===== config.mk =====
export PLATFORM = sky130hd
export DESIGN_NAME = ipv6_extension_header_walker_unit_flat
export DESIGN_NICKNAME = d
export VERILOG_FILES = /design/src/rtl/ehw_pkg.sv /design/src/rtl/ehw_ifs.sv /design/src/rtl/ehw_step.sv /design/src/rtl/ipv6_extension_header_walker_unit.sv /design/src/flat_wrapper.sv
export SDC_FILE = /design/constraint.sdc
export NUM_CORES = 1
export LEC_CHECK = 0
export ABC_CLOCK_PERIOD_IN_PS = 3100
export BUFFER_PORTS_ARGS = -buffer_cell sky130_fd_sc_hd__clkbuf_2
export CAP_MARGIN = 15
export CORE_ASPECT_RATIO = 1.5
export CORE_UTILIZATION = 30
export DETAILED_ROUTE_END_ITERATION = 12
export PLACE_DENSITY_LB_ADDON = 0.2
export SKIP_LAST_GASP = 1
export SYNTH_ARGS = -nofsm -noshare
export SYNTH_HDL_FRONTEND = slang
export SYNTH_SLANG_ARGS = --single-unit

===== constraint.sdc =====
create_clock -name i_clk -period 3.1 [get_ports i_clk]
set_clock_uncertainty 0.1 [all_clocks]
set_input_delay 0.155 -clock i_clk [delete_from_list [all_inputs] [get_ports i_clk]]
set_output_delay 0.155 -clock i_clk [all_outputs]
set_load 0.005 [all_outputs]

===== src/rtl/ehw_pkg.sv =====
// Package for the IPv6 extension header walker.
// Holds header type codes, length constants and the walk state type.
// No dependencies.
`default_nettype none

package ehw_pkg;

    localparam int MAX_CHAIN_DEFAULT = 6;

    localparam int TYPE_W   = 8;
    localparam int L3_W     = 12;
    localparam int OFFSET_W = 15;
    localparam int MASK_W   = 6;
    localparam int COUNT_W  = 3;
    localparam int HDRLEN_W = 12;

    localparam logic [TYPE_W-1:0] T_HOP      = 8'd0;
    localparam logic [TYPE_W-1:0] T_ROUTING  = 8'd43;
    localparam logic [TYPE_W-1:0] T_FRAGMENT = 8'd44;
    localparam logic [TYPE_W-1:0] T_AH       = 8'd51;
    localparam logic [TYPE_W-1:0] T_DSTOPTS  = 8'd60;
    localparam logic [TYPE_W-1:0] T_MOBILITY = 8'd135;

    localparam logic [HDRLEN_W-1:0] OPT_LEN_BIAS   = 12'd1;
    localparam int                  OPT_LEN_SHAMT  = 3;
    localparam logic [HDRLEN_W-1:0] AH_LEN_BIAS    = 12'd2;
    localparam int                  AH_LEN_SHAMT   = 2;
    localparam logic [HDRLEN_W-1:0] EH_FRAG_BYTES  = 12'd8;
    localparam logic [OFFSET_W-1:0] IPV6_FIXED_LEN = 15'd40;

    typedef struct packed {
        logic                finished;
        logic [TYPE_W-1:0]   cur_type;
        logic [OFFSET_W-1:0] offset;
        logic [MASK_W-1:0]   mask;
        logic [COUNT_W-1:0]  count;
    } t_ehw_state;

endpackage

`default_nettype wire


===== src/rtl/ehw_ifs.sv =====
// Handshake interfaces for the walker's item and result channels.
// Depends on ehw_pkg for field widths.
`default_nettype none

interface ehw_item_if
    import ehw_pkg::*;
();
    logic              valid;
    logic              ready;
    logic              start_req;
    logic [TYPE_W-1:0] base_next_header;
    logic [L3_W-1:0]   ip_hdr_offset;
    logic              ext_valid;
    logic [TYPE_W-1:0] ext_next_header;
    logic [7:0]        ext_length;

    modport source (output valid, start_req, base_next_header, ip_hdr_offset, ext_valid,
                    ext_next_header, ext_length, input ready);
    modport sink (input valid, start_req, base_next_header, ip_hdr_offset, ext_valid,
                  ext_next_header, ext_length, output ready);
endinterface

interface ehw_result_if
    import ehw_pkg::*;
();
    logic                valid;
    logic                ready;
    logic                done_res;
    logic [TYPE_W-1:0]   protocol;
    logic [OFFSET_W-1:0] payload_offset;
    logic [MASK_W-1:0]   eh_mask;

    modport source (output valid, done_res, protocol, payload_offset, eh_mask, input ready);
    modport sink (input valid, done_res, protocol, payload_offset, eh_mask, output ready);
endinterface

`default_nettype wire


===== src/rtl/ehw_step.sv =====
// One step of the extension header walk: next walk state from the current
// state and one item. Depends on ehw_pkg.
`default_nettype none

module ehw_step
    import ehw_pkg::*;
#(
    parameter int MAX_CHAIN = MAX_CHAIN_DEFAULT
) (
    input  t_ehw_state        i_state,
    input  logic              i_start_req,
    input  logic [TYPE_W-1:0] i_base_next_header,
    input  logic [L3_W-1:0]   i_ip_hdr_offset,
    input  logic              i_ext_valid,
    input  logic [TYPE_W-1:0] i_ext_next_header,
    input  logic [7:0]        i_ext_length,
    output t_ehw_state        o_state
);

    logic [MASK_W-1:0]   type_bit;
    logic [HDRLEN_W-1:0] len_ext;
    logic [HDRLEN_W-1:0] hdr_bytes;
    logic [COUNT_W:0]    count_inc;

    always_comb begin
        case (i_state.cur_type)
            T_HOP:      type_bit = 6'b000001;
            T_ROUTING:  type_bit = 6'b000010;
            T_FRAGMENT: type_bit = 6'b000100;
            T_AH:       type_bit = 6'b001000;
            T_DSTOPTS:  type_bit = 6'b010000;
            T_MOBILITY: type_bit = 6'b100000;
            default:    type_bit = 6'b000000;
        endcase
    end

    assign len_ext = {4'b0, i_ext_length};

    always_comb begin
        case (i_state.cur_type)
            T_AH:       hdr_bytes = (len_ext + AH_LEN_BIAS) << AH_LEN_SHAMT;
            T_FRAGMENT: hdr_bytes = EH_FRAG_BYTES;
            default:    hdr_bytes = (len_ext + OPT_LEN_BIAS) << OPT_LEN_SHAMT;
        endcase
    end

    assign count_inc = {1'b0, i_state.count} + 1'b1;

    always_comb begin
        o_state = i_state;
        if (i_start_req) begin
            o_state.cur_type = i_base_next_header;
            o_state.offset   = {{(OFFSET_W-L3_W){1'b0}}, i_ip_hdr_offset} + IPV6_FIXED_LEN;
            o_state.mask     = '0;
            o_state.count    = '0;
            o_state.finished = 1'b0;
        end else if (!i_state.finished) begin
            if (!i_ext_valid || type_bit == '0) begin
                o_state.finished = 1'b1;
            end else begin
                o_state.mask     = i_state.mask | type_bit;
                o_state.offset   = i_state.offset + {{(OFFSET_W-HDRLEN_W){1'b0}}, hdr_bytes};
                o_state.cur_type = i_ext_next_header;
                o_state.count    = count_inc[COUNT_W-1:0];
                o_state.finished = (count_inc >= (COUNT_W+1)'(MAX_CHAIN));
            end
        end
    end

endmodule

`default_nettype wire


===== src/rtl/ipv6_extension_header_walker_unit.sv =====
// Top level of the IPv6 extension header walker.
// Depends on ehw_pkg, the channel interfaces and ehw_step.
`default_nettype none

// Each accepted item advances the walk by at most one header and yields exactly
// one result, which is loaded into the result register when the item is accepted.
// The block takes one item per cycle; the only limit is the result register,
// which must be free or being taken in the same cycle for a new item to enter.
// The walk state and the result register are the same flops, so a result
// shows the state left by its item. A start item loads a new walk; items
// that arrive after the walk ends repeat the final result with done_res set.
module ipv6_extension_header_walker_unit
    import ehw_pkg::*;
#(
    parameter int MAX_CHAIN = MAX_CHAIN_DEFAULT
) (
    input  logic            i_clk,
    input  logic            i_rst_n,
    ehw_item_if.sink        i_item,
    ehw_result_if.source    o_result
);

    t_ehw_state r_state;
    t_ehw_state n_state;
    logic       r_out_valid;
    logic       item_acc;

    assign i_item.ready = !r_out_valid || o_result.ready;
    assign item_acc     = i_item.valid && i_item.ready;

    ehw_step #(
        .MAX_CHAIN(MAX_CHAIN)
    ) u_step (
        .i_state           (r_state),
        .i_start_req       (i_item.start_req),
        .i_base_next_header(i_item.base_next_header),
        .i_ip_hdr_offset   (i_item.ip_hdr_offset),
        .i_ext_valid       (i_item.ext_valid),
        .i_ext_next_header (i_item.ext_next_header),
        .i_ext_length      (i_item.ext_length),
        .o_state           (n_state)
    );

    always_ff @(posedge i_clk) begin
        if (!i_rst_n) begin
            r_state     <= t_ehw_state'{finished: 1'b1, cur_type: '0, offset: '0,
                                        mask: '0, count: '0};
            r_out_valid <= 1'b0;
        end else begin
            if (item_acc) begin
                r_state <= n_state;
            end
            if (item_acc) begin
                r_out_valid <= 1'b1;
            end else if (o_result.ready) begin
                r_out_valid <= 1'b0;
            end
        end
    end

    assign o_result.valid          = r_out_valid;
    assign o_result.done_res       = r_state.finished;
    assign o_result.protocol       = r_state.cur_type;
    assign o_result.payload_offset = r_state.offset;
    assign o_result.eh_mask        = r_state.mask;

`ifndef SYNTHESIS
    a_acc_gives_result: assert property (@(posedge i_clk) disable iff (!i_rst_n)
        item_acc |=> o_result.valid)
        else $error("Accepted item did not produce a result.");

    a_count_bound: assert property (@(posedge i_clk) disable iff (!i_rst_n)
        {1'b0, r_state.count} <= (COUNT_W+1)'(MAX_CHAIN))
        else $error("Header count exceeded the chain limit.");

    a_start_open: assert property (@(posedge i_clk) disable iff (!i_rst_n)
        (item_acc && i_item.start_req) |=> !o_result.done_res)
        else $error("Start item reported a finished walk.");

    a_idle_holds: assert property (@(posedge i_clk) disable iff (!i_rst_n)
        (item_acc && !i_item.start_req && r_state.finished) |=> $stable(r_state))
        else $error("Walk state changed with no walk active.");
`endif

endmodule

`default_nettype wire


===== src/flat_wrapper.sv =====
// flat-port wrapper written by rule: the top's interface ports become plain ports
module ipv6_extension_header_walker_unit_flat import ehw_pkg::*;
#(
    parameter int MAX_CHAIN = MAX_CHAIN_DEFAULT
)
  (i_clk, i_rst_n, i_item_valid, i_item_start_req, i_item_base_next_header, i_item_ip_hdr_offset, i_item_ext_valid, i_item_ext_next_header, i_item_ext_length, i_item_ready, o_result_valid, o_result_done_res, o_result_protocol, o_result_payload_offset, o_result_eh_mask, o_result_ready);
  ehw_item_if i_item_i ();
  ehw_result_if o_result_i ();
  input  logic i_clk;
  input  logic i_rst_n;
  input wire logic [$bits(i_item_i.valid)-1:0] i_item_valid;
  input wire logic [$bits(i_item_i.start_req)-1:0] i_item_start_req;
  input wire logic [$bits(i_item_i.base_next_header)-1:0] i_item_base_next_header;
  input wire logic [$bits(i_item_i.ip_hdr_offset)-1:0] i_item_ip_hdr_offset;
  input wire logic [$bits(i_item_i.ext_valid)-1:0] i_item_ext_valid;
  input wire logic [$bits(i_item_i.ext_next_header)-1:0] i_item_ext_next_header;
  input wire logic [$bits(i_item_i.ext_length)-1:0] i_item_ext_length;
  output wire logic [$bits(i_item_i.ready)-1:0] i_item_ready;
  output wire logic [$bits(o_result_i.valid)-1:0] o_result_valid;
  output wire logic [$bits(o_result_i.done_res)-1:0] o_result_done_res;
  output wire logic [$bits(o_result_i.protocol)-1:0] o_result_protocol;
  output wire logic [$bits(o_result_i.payload_offset)-1:0] o_result_payload_offset;
  output wire logic [$bits(o_result_i.eh_mask)-1:0] o_result_eh_mask;
  input wire logic [$bits(o_result_i.ready)-1:0] o_result_ready;
  assign i_item_i.valid = i_item_valid;
  assign i_item_i.start_req = i_item_start_req;
  assign i_item_i.base_next_header = i_item_base_next_header;
  assign i_item_i.ip_hdr_offset = i_item_ip_hdr_offset;
  assign i_item_i.ext_valid = i_item_ext_valid;
  assign i_item_i.ext_next_header = i_item_ext_next_header;
  assign i_item_i.ext_length = i_item_ext_length;
  assign i_item_ready = i_item_i.ready;
  assign o_result_valid = o_result_i.valid;
  assign o_result_done_res = o_result_i.done_res;
  assign o_result_protocol = o_result_i.protocol;
  assign o_result_payload_offset = o_result_i.payload_offset;
  assign o_result_eh_mask = o_result_i.eh_mask;
  assign o_result_i.ready = o_result_ready;
  ipv6_extension_header_walker_unit #(.MAX_CHAIN(MAX_CHAIN)) u_core (.i_clk(i_clk), .i_rst_n(i_rst_n), .i_item(i_item_i), .o_result(o_result_i));
endmodule

==> metrics.md, run 1 <==
| Metric | Value |
|---|---|
| Status | finished clean |
| Cells after Synth | approximately 340 |
| Top cells by area, synth | dfxtp_1 (25%), buf_4 (8.0%), ha_1 (7.3%) |
| IO buf count | 73 |
| Drt via density | 5.28 |
| Hold_ws | between 0.03 and 0.04 ns |
| Power, Total | around 0.0013 W |
| Slew HR | between 50% and 60% |
| Initial antenna violation count | 0 |
| Setup ws final | 0.173 ns |
| Crit path cell chain | and4bb_2 > nand4_1 > mux2i_1 > or2_2 > inv_1 > fa_2 > nor2b_4 > o31a_1 > o21a_1 > or3_1 > a32oi_1 > a21oi_1 |
| #FFs+latches synth | 34 |
| Cts bufs inserted | 5 |
| Die Y | around 120 um |
| Hold Crit Class | input port to flip-flop |
| CTS H-tree lvls | 2 |
| Final setup fails | 0 |
| Critical Setup Path Class | flip-flop to flip-flop |
| CTS sink count | 34 |
| Pin count of the biggest net entering global routing | 31 |
| Initial Util | 30.9% |
| Pre-antenna DRT Iters | 4 |
| Fin crit period | 2.93 ns |
| CTS tree | built |
| Vias | around 2600 |
| End-of-flow core utilization | 36.9% |
| Vias in the first global route | roughly 2500 |
| WP buf/inv | 1 |
| DIE AREA | around 9500 sq um |
| CP required | around 3.2 ns |
| CTS Root Cell | clkbuf_16 |
| Crit-path leading delay family | simple AND/OR/NAND/NOR gates |
| Final hold vios | 0 |
| Number of diodes | 0 |
| Yosys cell types | between 50 and 60 |
| Mapped Avg Cell Area | ~8.1 sq um |
| Max Slew Vio Count | 0 |
| Total congestion overflow | 0 |
| Placed cell areas | about 3000 sq um |
| Post-route design area | about 3300 sq um |
| Initial drt markers | 119 |
| Synth Warn # | 0 |
| DP Worst Slack | about 0.027 ns |
| Area leader, netlist | dfxtp_1 |
| Overall track demand over capacity in global routing | around 17% |
| Sequential share of the synthesized area | between 20% and 30% |
| Antenna viol nets, final | 0 |
| Main synth FF type | dfxtp_1 |
| Worst stage delay on the critical path | between 0.3 and 0.4 ns |
| Clk Latency, worst-skew pair | 0.28 ns |
| WL final | about 8000 um |
| Post-synth EDFFs | 0 |
| Max stage delay cell, worst path | dfxtp_2 |
| Bufs on Longest Clock Path | 2 |
| Post-Syn Area | about 2700 sq um |
| CP Data Arrival Time | 2.99 ns |
| Area fraction of the dominant cell type after synthesis | 25.0% |
| WL per Instance | about 16 um |
| Startpoint Class | flip-flop |
| Die X | ~80 um |
| Syn-to-layout area delta | 19.5% |
| Core area | 8830 sq um |
| First-pass GRT wire length | approximately 12000 um |
| Max Freq | 0.342 GHz |
| Transition time of the tightest slew-check pin | between 0.6 and 0.7 ns |
| Ys async rst share | 0% |
| GP Congestion | about 0.84 |
| Period Utilization, post-route | between 90% and 100% |
| VDD IR max | 304 uV |
| Reg clk slew, reported paths | roughly 0.050 ns |
| Post-Syn Nets | just under 400 |
| Power per cell area | a little over 400 nW/um^2 |
| Critical path peak fanout | 7 |
| NumNets Final | 447 |
| I/O pin count | 74 |
| Share of cells above drive strength 1 | a little under a third |
| # rows | 42 |
| Max cap viols | 0 |
| DRC viols | 0 |
| Leakage | ~1.5 nW |
| Post-DP HPWL | 6060 um |
| Crit end category | flip-flop |
==> area by class of cell <==
| cell class | count | area, sq um |
|---|---|---|
| tap | 110 | 138 |
| fill | 971 | 5570 |
| clock buffer | 7 | 143 |
| sequential | 34 | 684 |
| multi-input combinational | 248 | 1760 |
| clock inverter | 1 | 5.00 |
| inverter | 10 | 37.5 |
| timing repair buffer | 89 | 485 |
==> what timing repair did <==
action                     in CTS  in global routing
hold endpoints to repair        0                  0
gates resized for setup         0                 17
hold buffers                    0                  0
buffers inserted                0                  4
setup endpoints to repair       0                  8
==> metal layers <==
layer,global-route usage [%],up-vias,wire length (um)
met5,0,-,0
met4,8.59,0,278
met3,2.32,18,289
met2,29.1,77,4070
li1,-,1321,-
met1,19.9,1221,3220
==> registers in the layout (all words and copies together), names as in the netlist <==
register	count
u_core.o_result.eh_mask	6
u_core.o_result.valid	1
u_core.o_result.protocol	8
u_core.o_result.done_res	1
u_core.o_result.payload_offset	15
u_core.r_state	3
==> per-stage QoR <==
| stage | setup TNS (ns) | cells |
|---|---|---|
| detailed placement | 0 | 487 |
| finish | 0 | 499 |
| CTS | 0 | 495 |
| floorplan | 0 | 336 |
| global placement | 0 | 487 |
| global route | -0.0248 | 499 |
==> cells in the mapped netlist, drive strengths merged, types with 7 or more instances <==
cell type / number
o21ai: 22
clkbuf: 9
a21oi: 21
ha: 16
nand2: 22
xnor2: 7
a221o: 8
o22ai: 7
nand3: 12
buf: 35
xor2: 10
dfxtp: 34
inv: 10
nor2: 22
o211a: 13
==> worst min-delay path, stage by stage <==
cell	delay [ns]
clkbuf_2	0.08
mux2i_1	0.05
nor2b_1	0.09
==> cell usage in the layout (no fill, tap or decap), types with 10 or more instances in the layout <==
cell type  count
clkbuf_2      73
dfxtp_1       31
nor2_1        21
nand2_1       21
o21ai_0       20
a21oi_1       19
buf_4         16
ha_1          15
o211a_1       13
nand3_1       12
inv_1         10
xor2_1        10
==> cell families (layout without fill, tap and decap cells) <==
logic type | after synthesis | in the layout | share of synthesized area, %
flops | 34 | 34 | 25.0
mux | 4 | 4 | 1.47
compound gates | 109 | 109 | 28.3
xor+xnor | 17 | 17 | 5.47
simple gates | 101 | 101 | 19.8
buf+inv | 54 | 107 | 11.9
fa+ha+maj | 17 | 17 | 8.08
==> report_power, final <==
| part | internal, W | total, W | switching (W) |
|---|---|---|---|
| Sequential | 0.000460 | 0.000484 | 0.0000236 |
| Combinational | 0.000148 | 0.000324 | 0.000176 |
| Clock | 0.000318 | 0.000501 | 0.000183 |
| Total | 0.000926 | 0.00131 | 0.000382 |
==> final timing paths <==
kind	endpoint	slack [ns]	cells after the start	start
worst max-delay path	u_core.o_result.payload_offset[8]	0.17	12	u_core.o_result.protocol[2]
worst min-delay path	u_core.o_result.payload_offset[0]	0.04	3	i_item_ip_hdr_offset[0]
worst min register to register	u_core.o_result.eh_mask[3]	0.37	2	u_core.o_result.eh_mask[3]
worst max register to register	u_core.o_result.payload_offset[8]	0.17	12	u_core.o_result.protocol[2]
No activity file was read; power rests on OpenSTA's default activity.
==> run 2, diff against run 1 <==
- ABC_AREA: not set -> 1
==> run 2 against run 1 <==
Worst setup slack improved by 0.12 ns. Die area up 3.7%. Non-clock buffer count shrank 15. Sequential share of layout area down 0.059 points. Wire length grew 4.6%. Final cell count up 17%. Largest cell class unchanged. Largest power group unchanged.
==> metrics.md, run 2 <==
| Metric | Value |
|---|---|
| Multi-input logic area | 1710 sq um (-3.2%) |
| Overall track demand over capacity in global routing | 18.2% (+1.3 points) |
| Critical path peak fanout | 8 (+1) |
| Commonest non-fill, non-tap cells in the layout | nor2_1 (87), nand2_1 (74), clkbuf_2 (73), inv_1 (38), dfxtp_1 (34) |
| WL met3 | 371 um (+28%) |
| Vias in the first global route | 2734 (+10%) |
| Reg2reg setup slack | 0.29 ns (+0.12 ns) |
| #FFs+latches synth | 34 (unchanged) |
| Final setup fails | 0 (unchanged) |
| Placed cell areas | 3040 sq um (+0.21%) |
| Drt via density | 4.89 (-7.6%) |
| CTS Root Cell | clkbuf_16 |
| Fin crit period | 2.81 ns (-0.122 ns) |
| R2R Path Start | u_core.o_result.protocol[2] |
| Yosys cell types | 38 (-33%) |
| Post-Syn Nets | 490 (+24%) |
| Critical Setup Path Class | flip-flop to flip-flop |
| TNS Setup | 0 ns (unchanged) |
| I/O pin count | 74 (unchanged) |
| Max cap viols | 0 (unchanged) |
| Max Freq | 0.356 GHz (+4.3%) |
| Startpoint Class | flip-flop |
| Share of cells above drive strength 1 | 21.4% (-9.2 points) |
| Fill count | 1024 (+5.5%) |
| CTS H-tree lvls | 2 (unchanged) |
| Top cells by area, synth | dfxtp_1 (24%), nor2_1 (12%), nand2_1 (9.8%) |
| Max Slew Vio Count | 0 (unchanged) |
| CP Data Arrival Time | 2.88 ns (-0.11 ns) |
| IO buf count | 73 (unchanged) |
| Slew HR | 65.7% (+7.5 points) |
| VDD IR max | 303 uV (-0.51%) |
| RSZ-0062 raised after global routing | false |
| Pin count of the biggest net entering global routing | 34 (+9.7%) |
| Die Y | 121 um (+1.8%) |
| Vias | 2858 (+8.4%) |
| Power per cell area | 458 nW/um^2 (+14%) |
| Area fraction of the dominant cell type after synthesis | 24.1% (-0.91 points) |
| Cells after Synth | 431 (+28%) |
| DRT met1 WL | 3410 um (+6.2%) |
| First-pass GRT wire length | 13500 um (+9.0%) |
| Antenna viol nets, final | 0 (unchanged) |
| Top Metal Used | met4 |
| Transition time of the tightest slew-check pin | 0.514 ns (-0.112 ns) |
| Metal2 WL | 4150 um (+1.9%) |
| Initial drt markers | 122 (+2.5%) |
| Crit end category | flip-flop |
| Post-route design area | 3250 sq um (-0.27%) |
| Cts bufs inserted | 5 (unchanged) |
| Top post-synthesis cells by count | nor2_1 (89), nand2_1 (74), inv_1 (38) |
| Main synth FF type | dfxtp_1 |
| Hold Crit Class | input port to flip-flop |
| Mapped Avg Cell Area | 6.56 sq um (-19%) |
| Clk Latency, worst-skew pair | 0.29 ns (about the same) |
| Commonest non-fill, non-tap cell in the layout | nor2_1 |
| Final hold vios | 0 (unchanged) |
| Core area | 9200 sq um (+4.2%) |
| Reg clk slew, reported paths | 0.06 ns (about the same) |
| CTS sink count | 34 (unchanged) |
| WL final | 8210 um (+4.6%) |
| NumNets Final | 531 (+19%) |
| DIE AREA | 9820 sq um (+3.7%) |
| Post-DP HPWL | 6360 um (+5.0%) |
| Leakage | 1.67 nW (+7.8%) |
| Bufs on Longest Clock Path | 2 (unchanged) |
| Initial antenna violation count | 0 (unchanged) |
| Ys async rst share | 0% (unchanged) |
| Hold path depth | 3 (unchanged) |
| CP required | 3.17 ns (about the same) |
| Total congestion overflow | 0 (unchanged) |
| WL per Instance | 14.0 um (-11%) |
| Post-CTS Setup Inserts | 0 (unchanged) |
| Period Utilization, post-route | 90.5% (-3.9 points) |
| Syn-to-layout area delta | 14.8% |
| Hold_sp | i_item_ip_hdr_offset[1] |
| Hold endpoint | u_core.o_result.payload_offset[1] |
| Post-synth EDFFs | 0 (unchanged) |
| Seq. cell area | 681 sq um (-0.55%) |
| Top-count cell post-synth | nor2_1 |
| Initial Util | 30.7% (-0.13 points) |
| Post-Syn Area | 2830 sq um (+3.8%) |
| Sequential share of the synthesized area | 24.1% (-0.91 points) |
| CTS tree | built |
| # rows | 43 (+2.4%) |
| Area leader, netlist | dfxtp_1 |
| GP Congestion | 0.922 (+9.5%) |
| Reg2reg end | u_core.o_result.payload_offset[8] |
| Synth Warn # | 0 (unchanged) |
| Status | finished clean |
| Pre-antenna DRT Iters | 4 (unchanged) |
| DRC viols | 0 (unchanged) |
| R2R depth | 18 (+6) |
| Number of diodes | 0 (unchanged) |
| Max FFs per register | 15 (unchanged) |
| Die X | 81.3 um (+1.8%) |
[run 2: cell types whose count changed after synthesis, sizes merged, moves of 6 or more]
| cell | previous run | this run |
|---|---|---|
| a221o | 8 | 0 |
| a22o | 0 | 10 |
| inv | 10 | 39 |
| nand2 | 22 | 77 |
| nand3 | 12 | 25 |
| nor2 | 22 | 93 |
| nor2b | 6 | 0 |
| o211a | 13 | 0 |
| o21a | 6 | 0 |
| o21ai | 22 | 37 |
[run 2: worst max path at each step]
stage	start	endpoint	slack [ns]	cells past startpoint
3_3_place_gp	u_core.o_result.protocol[7]	u_core.o_result.payload_offset[8]	0.21	18
5_1_grt	u_core.o_result.protocol[7]	u_core.o_result.payload_offset[14]	0.01	16
6_report	u_core.o_result.protocol[2]	u_core.o_result.payload_offset[8]	0.29	18
4_1_cts	u_core.o_result.protocol[7]	u_core.o_result.payload_offset[8]	0.17	18
2_1_floorplan	u_core.o_result.protocol[7]	u_core.o_result.payload_offset[8]	0.68	18
3_5_place_dp	u_core.o_result.protocol[7]	u_core.o_result.payload_offset[8]	0.20	18
[run 2: cells by family (layout without fill, tap and decap cells)]
| kind of cell | after synthesis | in the layout | share of synthesized area, % |
|---|---|---|---|
| flip-flops | 34 | 34 | 24.1 |
| XOR/XNOR | 12 | 12 | 3.72 |
| adder cells (fa/ha/maj) | 17 | 17 | 7.79 |
| AND/OR/NAND/NOR | 207 | 207 | 31.3 |
| AO/OA/AOI/OAI | 81 | 81 | 17.0 |
| buffers and inverters | 80 | 122 | 16.1 |
[run 2: metal layers]
metal	up-vias	global-route usage [%]
li1	1474	-
met1	1285	22.2
met4	0	9.15
met2	82	30.1
met3	17	3.01
met5	-	0
[run 2: cell type report]
type / count / area share, %
inverter: 40 / 4.70
sequential: 34 / 21.0
clock buffer: 5 / 3.86
timing repair buffer: 74 / 11.5
multi-input combinational: 317 / 52.5
tap: 112 / 4.32
clock inverter: 3 / 2.12
[run 2: timing repair]
item,in CTS,in global routing
endpoints found under the setup margin,0,3
hold buffers,0,0
resized for setup,0,5
[run 2: where the power goes]
part	leakage (nW)	internal, W	total [W]	switching, W
Sequential	0.278	0.000462	0.000491	0.0000288
Combinational	1.30	0.000124	0.000321	0.000197
Clock	0.0940	0.000462	0.000675	0.000213
[run 2: worst max-delay path: stages (launching register included)]
cell	delay (ns)
dfxtp_1	0.35
nor2_1	0.19
nand2_2	0.12
nor2_8	0.16
inv_1	0.13
nor2_2	0.14
ha_2	0.23
inv_1	0.06
fa_1	0.40
inv_1	0.09
nand3_1	0.06
nand2_1	0.16
nand3_1	0.09
nand2_1	0.08
nand2_1	0.05
nand2_1	0.05
o21ai_0	0.07
nor2_1	0.11
nor2_1	0.06
[run 2: per-stage QoR]
step	hold WS (ns)	power (W)	utilization, %	std cells	setup slack, ns
2_1_floorplan	0.199	0.000731	-	431	0.683
3_3_place_gp	0.320	0.000820	33.0	577	0.212
3_5_place_dp	0.321	0.000820	33.0	577	0.196
4_1_cts	0.0125	0.00150	35.1	585	0.168
5_1_grt	0.0270	0.00157	35.3	585	0.0135
6_report	0.0187	0.00149	35.3	585	0.295
==> run 3, diff against run 2 <==
- CORE_UTILIZATION: 30 -> 36
==> run 3 against run 2 <==
Sequential power hardly changed. First-iteration DRC count is 16% lower. Power is 6.9% lower. Non-clock buffer count stayed put. Count of clock-buffer cells in the layout is 1 higher. Worst setup slack better by 0.078 ns. Largest power group unchanged. Hold slack better by 0.011 ns. Core utilization is 6.8 points higher. Global-route usage is 0.68 points higher. Largest cell class unchanged. Register-to-register slack better by 0.08 ns.
==> metrics.md, run 3 (same netlist as run 2, synthesis figures left out) <==
| Metric | Value |
|---|---|
| Transition time of the tightest slew-check pin | 0.499 ns (-0.0147 ns) |
| Hold endpoint | u_core.o_result.payload_offset[0] |
| Post-DP HPWL | 5880 um (-7.6%) |
| CTS sink count | 34 (unchanged) |
| First-pass GRT wire length | 12100 um (-9.9%) |
| Hold Crit Class | input port to flip-flop |
| Hold path depth | 3 (unchanged) |
| CTS H-tree lvls | 2 (unchanged) |
| R2R depth | 18 (unchanged) |
| Drt via density | 4.91 (+0.56%) |
| Crit end category | flip-flop |
| Commonest non-fill, non-tap cell in the layout | nor2_1 |
| Overall track demand over capacity in global routing | 18.9% (+0.68 points) |
| Post-CTS Hold Buffers | 0 (unchanged) |
| Final setup fails | 0 (unchanged) |
| Post-CTS Setup Inserts | 0 (unchanged) |
| Number of diodes | 0 (unchanged) |
| Pre-antenna DRT Iters | 4 (unchanged) |
| Leakage | 1.66 nW (-0.50%) |
| I/O pin count | 74 (unchanged) |
| Clk Latency, worst-skew pair | 0.27 ns (-0.02 ns) |
| VDD IR max | 213 uV (-30%) |
| Final hold vios | 0 (unchanged) |
| Max Freq | 0.367 GHz (+2.9%) |
| DRC viols | 0 (unchanged) |
| NumNets Final | 531 (unchanged) |
| R2R Path Start | u_core.o_result.protocol[2] |
| Max Slew Vio Count | 0 (unchanged) |
| Reg clk slew, reported paths | 0.06 ns (about the same) |
| CTS Root Cell | clkbuf_16 |
| Vias | 2820 (-1.3%) |
| Initial Util | 37.1% (+6.4 points) |
| Status | finished clean |
| Bufs on Longest Clock Path | 2 (unchanged) |
| # rows | 39 (-9.3%) |
| Reg2reg end | u_core.o_result.payload_offset[8] |
| End-of-flow core utilization | 42.1% (+6.8 points) |
| WL final | 7450 um (-9.3%) |
| Share of cells above drive strength 1 | 21.2% (-0.17 points) |
| Core area | 7610 sq um (-17%) |
| Startpoint Class | flip-flop |
| Power, Total | 0.00138 W (-6.9%) |
| GP Congestion | 0.907 (-1.6%) |
| CTS tree | built |
| TNS Setup | 0 ns (unchanged) |
| Total congestion overflow | 0 (unchanged) |
| RSZ-0062 raised after global routing | false |
| Hold_sp | i_item_ip_hdr_offset[0] |
| WL per Instance | 13.0 um (-7.5%) |
| Slew HR | 66.7% (+0.98 points) |
| Initial drt markers | 102 (-16%) |
| Reg2reg setup slack | 0.37 ns (+0.08 ns) |
| IO buf count | 73 (unchanged) |
| Critical path peak fanout | 8 (unchanged) |
| Die X | 74.3 um (-8.5%) |
| CP Data Arrival Time | 2.80 ns (-0.08 ns) |
| Post-cts gate resize count | 0 (unchanged) |
| Critical Setup Path Class | flip-flop to flip-flop |
| Antenna viol nets, final | 0 (unchanged) |
| Die Y | 111 um (-8.6%) |
| Hold_ws | 0.0295 ns (+0.0108 ns) |
| DIE AREA | 8220 sq um (-16%) |
| Vias in the first global route | 2642 (-3.4%) |
| Pin count of the biggest net entering global routing | 34 (unchanged) |
| Fin crit period | 2.73 ns (-0.0782 ns) |
| Period Utilization, post-route | 88.0% (-2.5 points) |
| Cts bufs inserted | 5 (unchanged) |
| Syn-to-layout area delta | 13.4% |
| Max cap viols | 0 (unchanged) |
| Max FFs per register | 15 (unchanged) |
| Placed cell areas | 3020 sq um (-0.41%) |
| Post-route design area | 3200 sq um (-1.3%) |
| Initial antenna violation count | 0 (unchanged) |
| CP required | 3.17 ns (about the same) |
| Commonest non-fill, non-tap cells in the layout | nor2_1 (88), nand2_1 (74), clkbuf_2 (73), inv_1 (37), dfxtp_1 (33) |
| Power per cell area | 432 nW/um^2 (-5.7%) |
-- run 3: cell count changes in the layout (fill, tap and decap cells not counted), sizes merged --
cell	before	now
clkinv	2	1
bufinv	2	1
clkbuf	78	79
-- run 3: stage by stage --
stage          worst slack, ns  std cells
6_report                 0.373        574
2_1_floorplan            0.683        431
5_1_grt                 0.0522        574
3_3_place_gp             0.169        567
3_5_place_dp             0.200        567
4_1_cts                  0.186        574
-- run 3: report_power, final --
group | internal, W | leakage, nW | total (W) | switching, W
logic | 0.000123 | 1.30 | 0.000314 | 0.000191
clock network | 0.000397 | 0.0829 | 0.000582 | 0.000185
registers | 0.000462 | 0.279 | 0.000489 | 0.0000264
total | 0.000982 | 1.66 | 0.00138 | 0.000403
-- run 3: layer usage --
layer  routed length (um)  vias up  GRT usage, %
met2                 3800       54          33.2
met4                   97        0          5.66
met3                  225       10          2.55
met5                    0        -             0
li1                     -     1462             -
met1                 3330     1294          23.1
-- run 3: worst max path at each step --
stage / from / end / slack, ns / cells after the start
after CTS: u_core.o_result.protocol[7] / u_core.o_result.payload_offset[8] / 0.19 / 18
after floorplan: u_core.o_result.protocol[7] / u_core.o_result.payload_offset[8] / 0.68 / 18
after global routing: u_core.o_result.protocol[3] / u_core.o_result.payload_offset[11] / 0.05 / 16
after detailed placement: u_core.o_result.protocol[7] / u_core.o_result.payload_offset[8] / 0.20 / 18
final: u_core.o_result.protocol[2] / u_core.o_result.payload_offset[8] / 0.37 / 18
after global placement: u_core.o_result.protocol[7] / u_core.o_result.payload_offset[10] / 0.17 / 18
-- run 3: cell type report --
cell class,count,area (sq um)
repair buffers,74,373
multi-input cells,317,1700
clock inverters,1,30.0
flip-flops and latches,34,682
fillers,866,4410
clock buffers,6,139
inverters,40,153
well taps,102,128
-- run 3: worst max-delay path, cell delays in order, from the launching register on --
cell and delay, ns:
dfxtp_1 0.35, nor2_1 0.18, nand2_2 0.12, nor2_8 0.16
inv_2 0.09, nor2_2 0.12, ha_2 0.24, inv_1 0.06
fa_1 0.39, inv_1 0.09, nand3_1 0.06, nand2_1 0.14
nand3_1 0.09, nand2_1 0.09, nand2_1 0.06, nand2_1 0.05
o21ai_0 0.07, nor2_1 0.11, nor2_1 0.05
